## config.mk

```make
export PLATFORM = sky130hd
export DESIGN_NAME = two_level_event_queue_arbiter_unit_flat
export DESIGN_NICKNAME = d
export VERILOG_FILES = /design/src/hw/rtl/tleq_pkg.sv /design/src/hw/rtl/tleq_req_if.sv /design/src/hw/rtl/tleq_res_if.sv /design/src/hw/rtl/tleq_fifo.sv /design/src/hw/rtl/tleq_arb.sv /design/src/hw/rtl/two_level_event_queue_arbiter_unit.sv /design/src/flat_wrapper.sv
export SDC_FILE = /design/constraint.sdc
export NUM_CORES = 1
export LEC_CHECK = 0
export ABC_AREA = 1
export BUFFER_PORTS_ARGS = -buffer_cell sky130_fd_sc_hd__buf_2
export CAP_MARGIN = 20
export CORE_ASPECT_RATIO = 0.7
export CORE_MARGIN = 2
export CORE_UTILIZATION = 60
export CTS_BUF_LIST = sky130_fd_sc_hd__clkbuf_8
export DETAILED_ROUTE_END_ITERATION = 10
export PLACE_DENSITY = 0.87
export SLEW_MARGIN = 20
export SYNTH_ARGS = -nofsm -noshare
export SYNTH_HDL_FRONTEND = slang
export SYNTH_SLANG_ARGS = --single-unit
```

## constraint.sdc

```tcl
create_clock -name i_clk -period 3.8 [get_ports i_clk]
set_clock_uncertainty 0.1 [all_clocks]
set_input_delay 0.19 -clock i_clk [delete_from_list [all_inputs] [get_ports i_clk]]
set_output_delay 0.19 -clock i_clk [all_outputs]
set_load 0.01 [all_outputs]
```

## src/hw/rtl/tleq_pkg.sv

```systemverilog
`default_nettype none
// ----------------------------------------------------------------------------
// tleq_pkg
// Shared constants, request codes and structures of the two-level event queue
// arbiter.
// ----------------------------------------------------------------------------
package tleq_pkg;

    localparam int QUEUE_DEPTH = 16;
    localparam int EVENT_WIDTH = 16;
    localparam int PTR_W       = $clog2(QUEUE_DEPTH);
    localparam int CNT_W       = $clog2(QUEUE_DEPTH + 1);
    localparam int RUN_W       = 8;
    localparam int REQ_W       = 2;

    localparam logic [RUN_W-1:0] LIMIT_RESET = RUN_W'(4);

    typedef enum logic [REQ_W-1:0] {
        REQ_PUSH_CRIT = 2'd0,
        REQ_PUSH_STD  = 2'd1,
        REQ_SERVE     = 2'd2,
        REQ_NOP       = 2'd3
    } t_req_type;

    typedef struct packed {
        logic push;
        logic pop;
    } t_fifo_ctl;

    typedef struct packed {
        logic [CNT_W-1:0]       count;
        logic [EVENT_WIDTH-1:0] head_data;
    } t_fifo_stat;

    typedef struct packed {
        logic                   served_valid;
        logic [EVENT_WIDTH-1:0] served_event;
        logic                   served_critical;
        logic                   push_dropped;
        logic [CNT_W-1:0]       critical_level;
        logic [CNT_W-1:0]       standard_level;
    } t_result;

endpackage
`default_nettype wire

```

## src/hw/rtl/tleq_req_if.sv

```systemverilog
`default_nettype none
// ----------------------------------------------------------------------------
// tleq_req_if
// Request channel: one beat carries a request type and an event identifier.
// ----------------------------------------------------------------------------
interface tleq_req_if;

    logic                             valid;
    logic                             ready;
    logic [tleq_pkg::REQ_W-1:0]       req_type;
    logic [tleq_pkg::EVENT_WIDTH-1:0] event_id;

    modport source (output valid, output req_type, output event_id, input ready);
    modport sink   (input valid, input req_type, input event_id, output ready);

endinterface
`default_nettype wire

```

## src/hw/rtl/tleq_res_if.sv

```systemverilog
`default_nettype none
// ----------------------------------------------------------------------------
// tleq_res_if
// Result channel: one beat per request with the served event and queue levels.
// ----------------------------------------------------------------------------
interface tleq_res_if;

    logic                             valid;
    logic                             ready;
    logic                             served_valid;
    logic [tleq_pkg::EVENT_WIDTH-1:0] served_event;
    logic                             served_critical;
    logic                             push_dropped;
    logic [tleq_pkg::CNT_W-1:0]       critical_level;
    logic [tleq_pkg::CNT_W-1:0]       standard_level;

    modport source (
        output valid, output served_valid, output served_event,
        output served_critical, output push_dropped,
        output critical_level, output standard_level,
        input  ready
    );
    modport sink (
        input  valid, input served_valid, input served_event,
        input  served_critical, input push_dropped,
        input  critical_level, input standard_level,
        output ready
    );

endinterface
`default_nettype wire

```

## src/hw/rtl/tleq_fifo.sv

```systemverilog
`default_nettype none
// ----------------------------------------------------------------------------
// tleq_fifo
// Circular event queue: register file with head pointer and fill count.
// ----------------------------------------------------------------------------
module tleq_fifo (
    input  wire logic                             i_clk,
    input  wire logic                             i_rst_n,
    input  wire tleq_pkg::t_fifo_ctl              i_ctl,
    input  wire logic [tleq_pkg::EVENT_WIDTH-1:0] i_data,
    output tleq_pkg::t_fifo_stat                  o_stat
);

    logic [tleq_pkg::EVENT_WIDTH-1:0] r_store [tleq_pkg::QUEUE_DEPTH];
    logic [tleq_pkg::PTR_W-1:0]       r_head;
    logic [tleq_pkg::PTR_W-1:0]       n_head;
    logic [tleq_pkg::CNT_W-1:0]       r_count;
    logic [tleq_pkg::CNT_W-1:0]       n_count;
    logic [tleq_pkg::PTR_W:0]         w_sum;
    logic [tleq_pkg::PTR_W:0]         w_tail;

    always_comb begin
        w_sum = (tleq_pkg::PTR_W + 1)'(r_head) + (tleq_pkg::PTR_W + 1)'(r_count);
        if (w_sum >= (tleq_pkg::PTR_W + 1)'(tleq_pkg::QUEUE_DEPTH)) begin
            w_tail = w_sum - (tleq_pkg::PTR_W + 1)'(tleq_pkg::QUEUE_DEPTH);
        end else begin
            w_tail = w_sum;
        end
    end

    always_comb begin
        n_head  = r_head;
        n_count = r_count;
        if (i_ctl.pop) begin
            if (r_head == tleq_pkg::PTR_W'(tleq_pkg::QUEUE_DEPTH - 1)) begin
                n_head = '0;
            end else begin
                n_head = r_head + tleq_pkg::PTR_W'(1);
            end
            n_count = r_count - tleq_pkg::CNT_W'(1);
        end else if (i_ctl.push) begin
            n_count = r_count + tleq_pkg::CNT_W'(1);
        end
    end

    always_ff @(posedge i_clk) begin
        if (!i_rst_n) begin
            r_head  <= '0;
            r_count <= '0;
        end else begin
            r_head  <= n_head;
            r_count <= n_count;
        end
    end

    always_ff @(posedge i_clk) begin
        if (i_ctl.push) begin
            r_store[w_tail[tleq_pkg::PTR_W-1:0]] <= i_data;
        end
    end

    assign o_stat.count     = r_count;
    assign o_stat.head_data = r_store[r_head];

endmodule
`default_nettype wire

```

## src/hw/rtl/tleq_arb.sv

```systemverilog
`default_nettype none
// ----------------------------------------------------------------------------
// tleq_arb
// Request decode and strict-priority arbitration with a critical run limit.
// ----------------------------------------------------------------------------
module tleq_arb (
    input  wire logic                          i_clk,
    input  wire logic                          i_rst_n,
    input  wire logic                          i_step,
    input  wire tleq_pkg::t_req_type           i_req_type,
    input  wire logic [tleq_pkg::RUN_W-1:0]    i_limit,
    input  wire tleq_pkg::t_fifo_stat          i_crit,
    input  wire tleq_pkg::t_fifo_stat          i_std,
    output tleq_pkg::t_fifo_ctl                o_crit_ctl,
    output tleq_pkg::t_fifo_ctl                o_std_ctl,
    output tleq_pkg::t_result                  o_res
);

    logic [tleq_pkg::RUN_W-1:0] r_run;
    logic [tleq_pkg::RUN_W-1:0] n_run;
    tleq_pkg::t_fifo_ctl        w_crit;
    tleq_pkg::t_fifo_ctl        w_std;
    logic                       w_dropped;
    logic                       w_crit_full;
    logic                       w_std_full;
    logic                       w_crit_ne;
    logic                       w_std_ne;

    assign w_crit_full = (i_crit.count == tleq_pkg::CNT_W'(tleq_pkg::QUEUE_DEPTH));
    assign w_std_full  = (i_std.count == tleq_pkg::CNT_W'(tleq_pkg::QUEUE_DEPTH));
    assign w_crit_ne   = (i_crit.count != '0);
    assign w_std_ne    = (i_std.count != '0);

    always_comb begin
        w_crit    = '0;
        w_std     = '0;
        w_dropped = 1'b0;
        n_run     = r_run;
        unique case (i_req_type)
            tleq_pkg::REQ_PUSH_CRIT: begin
                w_dropped   = w_crit_full;
                w_crit.push = !w_crit_full;
            end
            tleq_pkg::REQ_PUSH_STD: begin
                w_dropped  = w_std_full;
                w_std.push = !w_std_full;
            end
            tleq_pkg::REQ_SERVE: begin
                priority if (w_crit_ne && (r_run < i_limit)) begin
                    w_crit.pop = 1'b1;
                    n_run      = r_run + tleq_pkg::RUN_W'(1);
                end else if (w_std_ne) begin
                    w_std.pop = 1'b1;
                    n_run     = '0;
                end else begin
                    w_crit.pop = w_crit_ne;
                    n_run      = tleq_pkg::RUN_W'(w_crit_ne);
                end
            end
            tleq_pkg::REQ_NOP: begin
            end
            default: begin
            end
        endcase
    end

    always_comb begin
        o_res.served_valid    = w_crit.pop | w_std.pop;
        o_res.served_critical = w_crit.pop;
        o_res.push_dropped    = w_dropped;
        if (w_crit.pop) begin
            o_res.served_event = i_crit.head_data;
        end else if (w_std.pop) begin
            o_res.served_event = i_std.head_data;
        end else begin
            o_res.served_event = '0;
        end
        o_res.critical_level = i_crit.count + tleq_pkg::CNT_W'(w_crit.push)
                               - tleq_pkg::CNT_W'(w_crit.pop);
        o_res.standard_level = i_std.count + tleq_pkg::CNT_W'(w_std.push)
                               - tleq_pkg::CNT_W'(w_std.pop);
    end

    assign o_crit_ctl.push = w_crit.push & i_step;
    assign o_crit_ctl.pop  = w_crit.pop & i_step;
    assign o_std_ctl.push  = w_std.push & i_step;
    assign o_std_ctl.pop   = w_std.pop & i_step;

    always_ff @(posedge i_clk) begin
        if (!i_rst_n) begin
            r_run <= '0;
        end else if (i_step) begin
            r_run <= n_run;
        end
    end

endmodule
`default_nettype wire

```

## src/hw/rtl/two_level_event_queue_arbiter_unit.sv

```systemverilog
`default_nettype none
// ----------------------------------------------------------------------------
// two_level_event_queue_arbiter_unit
// Two event queues, critical and standard, served by strict priority with a
// limit on consecutive critical serves.
// ----------------------------------------------------------------------------
// Every request beat (push critical, push standard, serve, or no operation)
// yields exactly one result beat via the input and result registers. One
// request is taken per cycle unless the result side stalls: the arbitration
// and queue update run combinationally from the input register into the
// result register, so the sustained rate is one beat per clock. While a
// result waits to be taken, the input register accepts a beat only if it is
// empty. Queue entries hold no reset value; they are only read once written.
// Write the run limit only while no request is in flight.
// ----------------------------------------------------------------------------
module two_level_event_queue_arbiter_unit (
    input  wire logic                          i_clk,
    input  wire logic                          i_rst_n,
    input  wire logic                          i_cfg_we,
    input  wire logic [tleq_pkg::RUN_W-1:0]    i_cfg_wdata,
    tleq_req_if.sink                           i_req,
    tleq_res_if.source                         o_res
);

    logic                             r_in_valid;
    tleq_pkg::t_req_type              r_in_type;
    logic [tleq_pkg::EVENT_WIDTH-1:0] r_in_event;
    logic                             r_out_valid;
    tleq_pkg::t_result                r_out;
    logic [tleq_pkg::RUN_W-1:0]       r_limit;
    logic                             w_advance;
    logic                             w_step;
    tleq_pkg::t_fifo_ctl              w_crit_ctl;
    tleq_pkg::t_fifo_ctl              w_std_ctl;
    tleq_pkg::t_fifo_stat             w_crit_stat;
    tleq_pkg::t_fifo_stat             w_std_stat;
    tleq_pkg::t_result                w_res;

    assign w_advance   = !r_out_valid || o_res.ready;
    assign w_step      = r_in_valid && w_advance;
    assign i_req.ready = !r_in_valid || w_advance;

    always_ff @(posedge i_clk) begin
        if (!i_rst_n) begin
            r_limit <= tleq_pkg::LIMIT_RESET;
        end else if (i_cfg_we) begin
            r_limit <= i_cfg_wdata;
        end
    end

    always_ff @(posedge i_clk) begin
        if (!i_rst_n) begin
            r_in_valid <= 1'b0;
        end else if (i_req.ready) begin
            r_in_valid <= i_req.valid;
        end
    end

    always_ff @(posedge i_clk) begin
        if (i_req.ready && i_req.valid) begin
            r_in_type  <= tleq_pkg::t_req_type'(i_req.req_type);
            r_in_event <= i_req.event_id;
        end
    end

    tleq_arb u_arb (
        .i_clk      (i_clk),
        .i_rst_n    (i_rst_n),
        .i_step     (w_step),
        .i_req_type (r_in_type),
        .i_limit    (r_limit),
        .i_crit     (w_crit_stat),
        .i_std      (w_std_stat),
        .o_crit_ctl (w_crit_ctl),
        .o_std_ctl  (w_std_ctl),
        .o_res      (w_res)
    );

    tleq_fifo u_crit_fifo (
        .i_clk   (i_clk),
        .i_rst_n (i_rst_n),
        .i_ctl   (w_crit_ctl),
        .i_data  (r_in_event),
        .o_stat  (w_crit_stat)
    );

    tleq_fifo u_std_fifo (
        .i_clk   (i_clk),
        .i_rst_n (i_rst_n),
        .i_ctl   (w_std_ctl),
        .i_data  (r_in_event),
        .o_stat  (w_std_stat)
    );

    always_ff @(posedge i_clk) begin
        if (!i_rst_n) begin
            r_out_valid <= 1'b0;
        end else if (w_advance) begin
            r_out_valid <= r_in_valid;
        end
    end

    always_ff @(posedge i_clk) begin
        if (w_step) begin
            r_out <= w_res;
        end
    end

    assign o_res.valid           = r_out_valid;
    assign o_res.served_valid    = r_out.served_valid;
    assign o_res.served_event    = r_out.served_event;
    assign o_res.served_critical = r_out.served_critical;
    assign o_res.push_dropped    = r_out.push_dropped;
    assign o_res.critical_level  = r_out.critical_level;
    assign o_res.standard_level  = r_out.standard_level;

    a_in_hold: assert property (@(posedge i_clk) disable iff (!i_rst_n)
        (r_in_valid && !w_advance) |=> (r_in_valid && $stable(r_in_event)
                                        && $stable(r_in_type)))
        else $error("input register lost a stalled request");

    a_crit_has_valid: assert property (@(posedge i_clk) disable iff (!i_rst_n)
        r_out_valid |-> (!r_out.served_critical || r_out.served_valid))
        else $error("critical flag without a served event");

    a_level_bound: assert property (@(posedge i_clk) disable iff (!i_rst_n)
        r_out_valid |-> ((r_out.critical_level
                          <= tleq_pkg::CNT_W'(tleq_pkg::QUEUE_DEPTH))
                         && (r_out.standard_level
                          <= tleq_pkg::CNT_W'(tleq_pkg::QUEUE_DEPTH))))
        else $error("queue level beyond depth");

    a_one_op: assert property (@(posedge i_clk) disable iff (!i_rst_n)
        $countones({w_crit_ctl.push, w_crit_ctl.pop,
                    w_std_ctl.push, w_std_ctl.pop}) <= 1)
        else $error("more than one queue operation per request");

endmodule
`default_nettype wire

```

## src/flat_wrapper.sv

```systemverilog
// flat-port wrapper written by rule: the top's interface ports become plain ports
module two_level_event_queue_arbiter_unit_flat 
  (i_clk, i_rst_n, i_cfg_we, i_cfg_wdata, i_req_valid, i_req_req_type, i_req_event_id, i_req_ready, o_res_valid, o_res_served_valid, o_res_served_event, o_res_served_critical, o_res_push_dropped, o_res_critical_level, o_res_standard_level, o_res_ready);
  tleq_req_if i_req_i ();
  tleq_res_if o_res_i ();
  input  wire logic i_clk;
  input  wire logic i_rst_n;
  input  wire logic i_cfg_we;
  input  wire logic [tleq_pkg::RUN_W-1:0] i_cfg_wdata;
  input wire logic [$bits(i_req_i.valid)-1:0] i_req_valid;
  input wire logic [$bits(i_req_i.req_type)-1:0] i_req_req_type;
  input wire logic [$bits(i_req_i.event_id)-1:0] i_req_event_id;
  output wire logic [$bits(i_req_i.ready)-1:0] i_req_ready;
  output wire logic [$bits(o_res_i.valid)-1:0] o_res_valid;
  output wire logic [$bits(o_res_i.served_valid)-1:0] o_res_served_valid;
  output wire logic [$bits(o_res_i.served_event)-1:0] o_res_served_event;
  output wire logic [$bits(o_res_i.served_critical)-1:0] o_res_served_critical;
  output wire logic [$bits(o_res_i.push_dropped)-1:0] o_res_push_dropped;
  output wire logic [$bits(o_res_i.critical_level)-1:0] o_res_critical_level;
  output wire logic [$bits(o_res_i.standard_level)-1:0] o_res_standard_level;
  input wire logic [$bits(o_res_i.ready)-1:0] o_res_ready;
  assign i_req_i.valid = i_req_valid;
  assign i_req_i.req_type = i_req_req_type;
  assign i_req_i.event_id = i_req_event_id;
  assign i_req_ready = i_req_i.ready;
  assign o_res_valid = o_res_i.valid;
  assign o_res_served_valid = o_res_i.served_valid;
  assign o_res_served_event = o_res_i.served_event;
  assign o_res_served_critical = o_res_i.served_critical;
  assign o_res_push_dropped = o_res_i.push_dropped;
  assign o_res_critical_level = o_res_i.critical_level;
  assign o_res_standard_level = o_res_i.standard_level;
  assign o_res_i.ready = o_res_ready;
  two_level_event_queue_arbiter_unit u_core (.i_clk(i_clk), .i_rst_n(i_rst_n), .i_cfg_we(i_cfg_we), .i_cfg_wdata(i_cfg_wdata), .i_req(i_req_i), .o_res(o_res_i));
endmodule
```

* After elaboration in Yosys (flattened, before gate mapping)
Memory sizes are Yosys's and may differ from the RTL's. A register that Yosys moved wholly into a read port is not among the register bits. Cells that the tools add are included.
Cells by class: add/subtract/negate cells 15, magnitude comparators 3, eq/ne operators 6, muxes and demuxes 29, bitwise operators 5, reduce and logical (&&, ||, !) cells 15
Operators by type and width (count):
- $mux 16 | 2
- $mux 4 | 8
- $mux 5 | 4
- $mux 1 | 13
- $add 4x5->5 | 2
- $add 5x1->5 | 2
- $add 5x1->5 const B | 2
- $eq 5x5->1 const B | 2
- $ge 5x5->1 const B | 2
- $reduce_bool 5->1 | 2
- $sub 5x1->5 | 2
- $sub 5x1->5 const B | 2
- $add 4x1->4 const B | 2
- $add 8x1->8 const B | 1
- $eq 4x4->1 const B | 2
- $lt 8x8->1 | 1
- $mux 8 | 1
- $sub 4x1->4 const B | 2
- $and 1x1->1 | 4
- $logic_not 1->1 | 4
- $reduce_bool 2->1 | 2
- $logic_and 1x1->1 | 3
- $eq 2x1->1 const B | 1
- $eq 2x2->1 const B | 1
- other kinds (5) | 6
Word-level totals: register bits 83, memory bits (writable) 512, input bits 31, output and inout port bits 31, word-level logic and storage cells 91, memories kept 2
Memories:
- u_core.u_crit_fifo.r_store | words 16, width 16, rd ports 1, clocked after Yosys merged registers in 1, write ports 1, line tleq_fifo.sv:14 | logic [tleq_pkg::EVENT_WIDTH-1:0] r_store [tleq_pkg::QUEUE_DEPTH];
- u_core.u_std_fifo.r_store | words 16, width 16, rd ports 1, clocked after Yosys merged registers in 1, write ports 1, line tleq_fifo.sv:14

* Logic depth before layout (Yosys ltp)
word-level depth 7, gate-level depth with buffers 23, depth with buffers taken out 23

* Cells and area by module
From an unflattened synthesis, not the netlist that was laid out.
Second synthesis, totals: cell total of the unflattened synthesis 2590, area total of the unflattened synthesis 26653.1 um^2
Modules (own cells, without submodules):
- tleq_fifo at u_core.u_std_fifo | times used 1, cells an instance 1143, area each 11748.8 um^2, seq. area each 7947.6 um^2
- tleq_fifo at u_core.u_crit_fifo | times used 1, cells an instance 1143, area each 11747.5 um^2, seq. area each 7947.6 um^2
- two_level_event_queue_arbiter_unit | times used 1, cells an instance 93, area each 1761.7 um^2, seq. area each 1611.5 um^2
- tleq_arb | times used 1, cells an instance 211, area each 1395.1 um^2, seq. area each 160.2 um^2

* Worst setup path after synthesis
OpenSTA, ideal clock, no wires.
kind register to register, from reg u_core.r_limit[7] (netlist name), to reg u_core.r_out (netlist bit u_core.o_res.standard_level[4]), data pin, library setup time 0.260 ns, arrival 2.495 ns, required time 3.440 ns, slack 0.945 ns, cell stages (with the launch flop) 17, path buffers 0, period minus slack after synthesis 2.855 ns, path through dfxtp_1 inv_1 ha_1 a21oi_1 o21ai_2 nor2_2 nand2_4 nand3_1 inv_1 ha_1 inv_1 ha_1 fa_1 a21oi_1 nor2_1 nor2_1 xor2_1
RTL lines:
- start, declared | line two_level_event_queue_arbiter_unit.sv:30 | logic [tleq_pkg::RUN_W-1:0] r_limit;
- start signal, assigned | line two_level_event_queue_arbiter_unit.sv:45 | r_limit <= tleq_pkg::LIMIT_RESET;
- start signal, assigned | line two_level_event_queue_arbiter_unit.sv:47 | r_limit <= i_cfg_wdata;
- end signal, assigned | line two_level_event_queue_arbiter_unit.sv:105 | r_out <= w_res;
- end, declared | line two_level_event_queue_arbiter_unit.sv:29 | tleq_pkg::t_result r_out;

==> summary.txt <==
Status -> complete, no violations
Antenna fix cells -> 0
Worst EP arrival -> 3.60 ns
Design area -> 28130 um^2
Critical path class -> flip-flop to flip-flop
Clk Latency, worst-skew pair -> 0.65 ns
DP HPWL -> 36520 um
Layout area overhead -> 13.01%
CTS sink count -> 603
Slowest cell on crit path -> fa_1
Yosys warnings -> 0
R2R Setup Slk -> 0.49 ns
Worst Hold Slack -> 0.1757 ns
Fraction of registers with async set/reset -> 0
Gr usage total -> 0.2918
Vert. Die Dim -> 174.4 um
Hold Path Class -> input port to flip-flop
Peak Freq -> 302.1 MHz
# IOs -> 62
Synth Instances -> 1898
Via count -> 16800
Max incr delay on CP -> 0.45 ns
VDD IR-drop max -> 0.2820 mV
First-pass GRT wire length -> 93550 um
Worst EP required -> 4.09 ns
Largest net degree at the start of global routing -> 85
DRC Markers -> 0
Core area -> 40960 um^2
Hold_buf cts -> 47
Grt ovf -> 0
Worst slew margin -> 0.2091
IO buf count -> 61
TritonCTS buffer count -> 84
Clk slew on worst S/H paths -> 0.07 ns
Worst setup SP type -> flip-flop
Buffers & Inverters on Critical Path -> 2
Initial core utilization -> 0.6076
DRT Pass-1 Iters -> 7
CTS tree -> done
Synth Cell Area -> 24890 um^2
Post-synth EDFFs -> 559
Cells after DPL -> 2469
Initial antenna violation count -> 0
Clock buffer depth -> 3
Routed wire per std cell -> 23.82 um
GP Congestion -> 0.8777
Postcts setup bufs -> 0
Iter 0 DRT Violations -> 2515
Post-cts sizing count -> 0
GR Util met3 -> 0.08553
Max H-tree Level -> 3
CP Max Fanout -> 7
Critical Path End Type -> flip-flop
Final #Nets -> 2133
Die width -> 247.4 um
Vias in the first global route -> 16360
Most common flop cell mapped by yosys -> edfxtp_1
Slew Viols, Final -> 0
Setup-failing EPs final -> 0
Share of post-route cells with drive strength above 1 -> 0.1348
Grt met1 use -> 0.4060
Leakage -> 10.22 nW
Worst-Margin Slew -> 1.186 ns
Synth Net Count -> 1963
Synthesized flop and latch total -> 603
Layer with the highest usage -> met2
Top-count cell post-synth -> edfxtp_1
Worst path cell trace -> ha_1, a21oi_1, nor2_1, nor2_2, nand2_4, nand3_1, inv_1, ha_1, inv_1, ha_1, fa_1, a21oi_1, nor2_1, nor2_1, xor2_1
Synth unique cells -> 42
Detail Route Antenna Nets -> 0
Synth top area cells -> edfxtp_1 (67%), o21ai_0 (5.6%), mux2i_1 (4.2%), dfxtp_1 (3.5%), a21oi_1 (3.2%)
Final Non-Filler Cells -> 2680
DP Area -> 25990 um^2
Synth top cells by count -> edfxtp_1 (559), o21ai_0 (278), inv_1 (206), a21oi_1 (159), nand2_1 (134)
Synth Area per Inst -> 13.11 um^2
Final Hold Viols -> 0
Pre-CTS setup slack -> 0.6169 ns
GR met2 Demand/Resource -> 0.4323
Setup ws final -> 0.4901 ns
Fin crit period -> 3.310 ns
Crit share post-route -> 0.8710
Total power -> 12.65 mW
Dominant cell type by area after synthesis -> edfxtp_1
Register area share after synthesis -> 0.7098
Die area -> 43150 um^2
Core Util, Final -> 0.6867
Max-cap violations -> 0
Top delay family on crit path -> adder cells
Placement row count -> 62
Setup_tns -> 0 ns
Top cell type's share of synthesized area -> 0.6744
RSZ-0062 raised after global routing -> false
Vias/cell -> 6.270
Power Density -> 449.8 nW/um^2
Clk root buf -> clkbuf_8
WL final -> 63850 um
## final timing paths
path	to	from	depth (start not counted)
max	u_core.o_res.standard_level[4]$_DFFE_PP_	u_core.u_arb.r_run[5]$_SDFFE_PN0P_	15
min	u_core.r_in_event[2]$_DFFE_PP_	i_req_event_id[2]	2
max reg2reg	u_core.o_res.standard_level[4]$_DFFE_PP_	u_core.u_arb.r_run[5]$_SDFFE_PN0P_	15
min reg2reg	u_core.u_std_fifo.r_head[2]$_SDFFE_PN0P_	u_core.u_std_fifo.r_head[2]$_SDFFE_PN0P_	2
## per-layer routing
layer,share of wire,up-vias
li1,-,7204
met1,0.37,8019
met2,0.46,1402
met3,0.15,178
met4,0.033,0
met5,0,-
## logic make-up (layout without fill, tap and decap cells)
kind of cell,count (synthesis),count (layout),share of synthesized area
flip-flops,603,603,0.7098
buffers and inverters,311,549,0.05052
XOR/XNOR,24,24,0.008446
AND/OR/NAND/NOR,276,276,0.04906
multiplexers,128,128,0.05263
AO/OA/AOI/OAI,522,522,0.1112
adder cells (fa/ha/maj),34,34,0.01830
## power by group
| part | switching, mW | total (mW) | internal (mW) |
|---|---|---|---|
| registers | 0.0792 | 7.40 | 7.32 |
| logic | 0.432 | 0.662 | 0.230 |
| clock network | 2.41 | 4.59 | 2.17 |
## area by class of cell
cell class	instances	area [um^2]
tap	544	680.7
inverter	216	813.3
fill	2507	12830
timing repair buffer	179	1499
sequential	603	17680
clock buffer	89	1225
multi-input combinational	984	5964
clock inverter	65	269.0
## registers in the layout, indices dropped and copies added (netlist names), named ones only
name	cells
u_core.u_std_fifo.r_store	256
u_core.u_crit_fifo.r_store	256
u_core.u_std_fifo.r_head	4
u_core.u_arb.r_run	8
u_core.o_res.critical_level	5
u_core.o_res.valid	1
u_core.o_res.served_critical	1
u_core.r_in_valid	1
u_core.u_crit_fifo.r_count	5
u_core.o_res.standard_level	5
u_core.o_res.push_dropped	1
u_core.o_res.served_valid	1
u_core.u_std_fifo.r_count	5
u_core.o_res.served_event	16
u_core.r_in_type	2
u_core.u_crit_fifo.r_head	4
u_core.r_in_event	16
u_core.r_limit	8
## layout by cell type (no fill, tap or decap), types with 9 or more instances in the layout
cell type and n:
clkbuf_8 89, nand3_1 44, ha_1 30, o21ai_0 278, buf_4 53, inv_2 9, edfxtp_1 559, a21oi_1 159
mux2_2 23, dfxtp_1 41, dlygate4sd3_1 47, clkinv_1 19, xor2_1 17, o31ai_1 11, nor2_1 70, a31oi_1 27
buf_8 10, o211ai_1 20, inv_1 243, buf_2 61, mux2i_1 105, nand2_1 134, o22ai_1 10
Note: power is estimated with default switching activity, not from simulation.
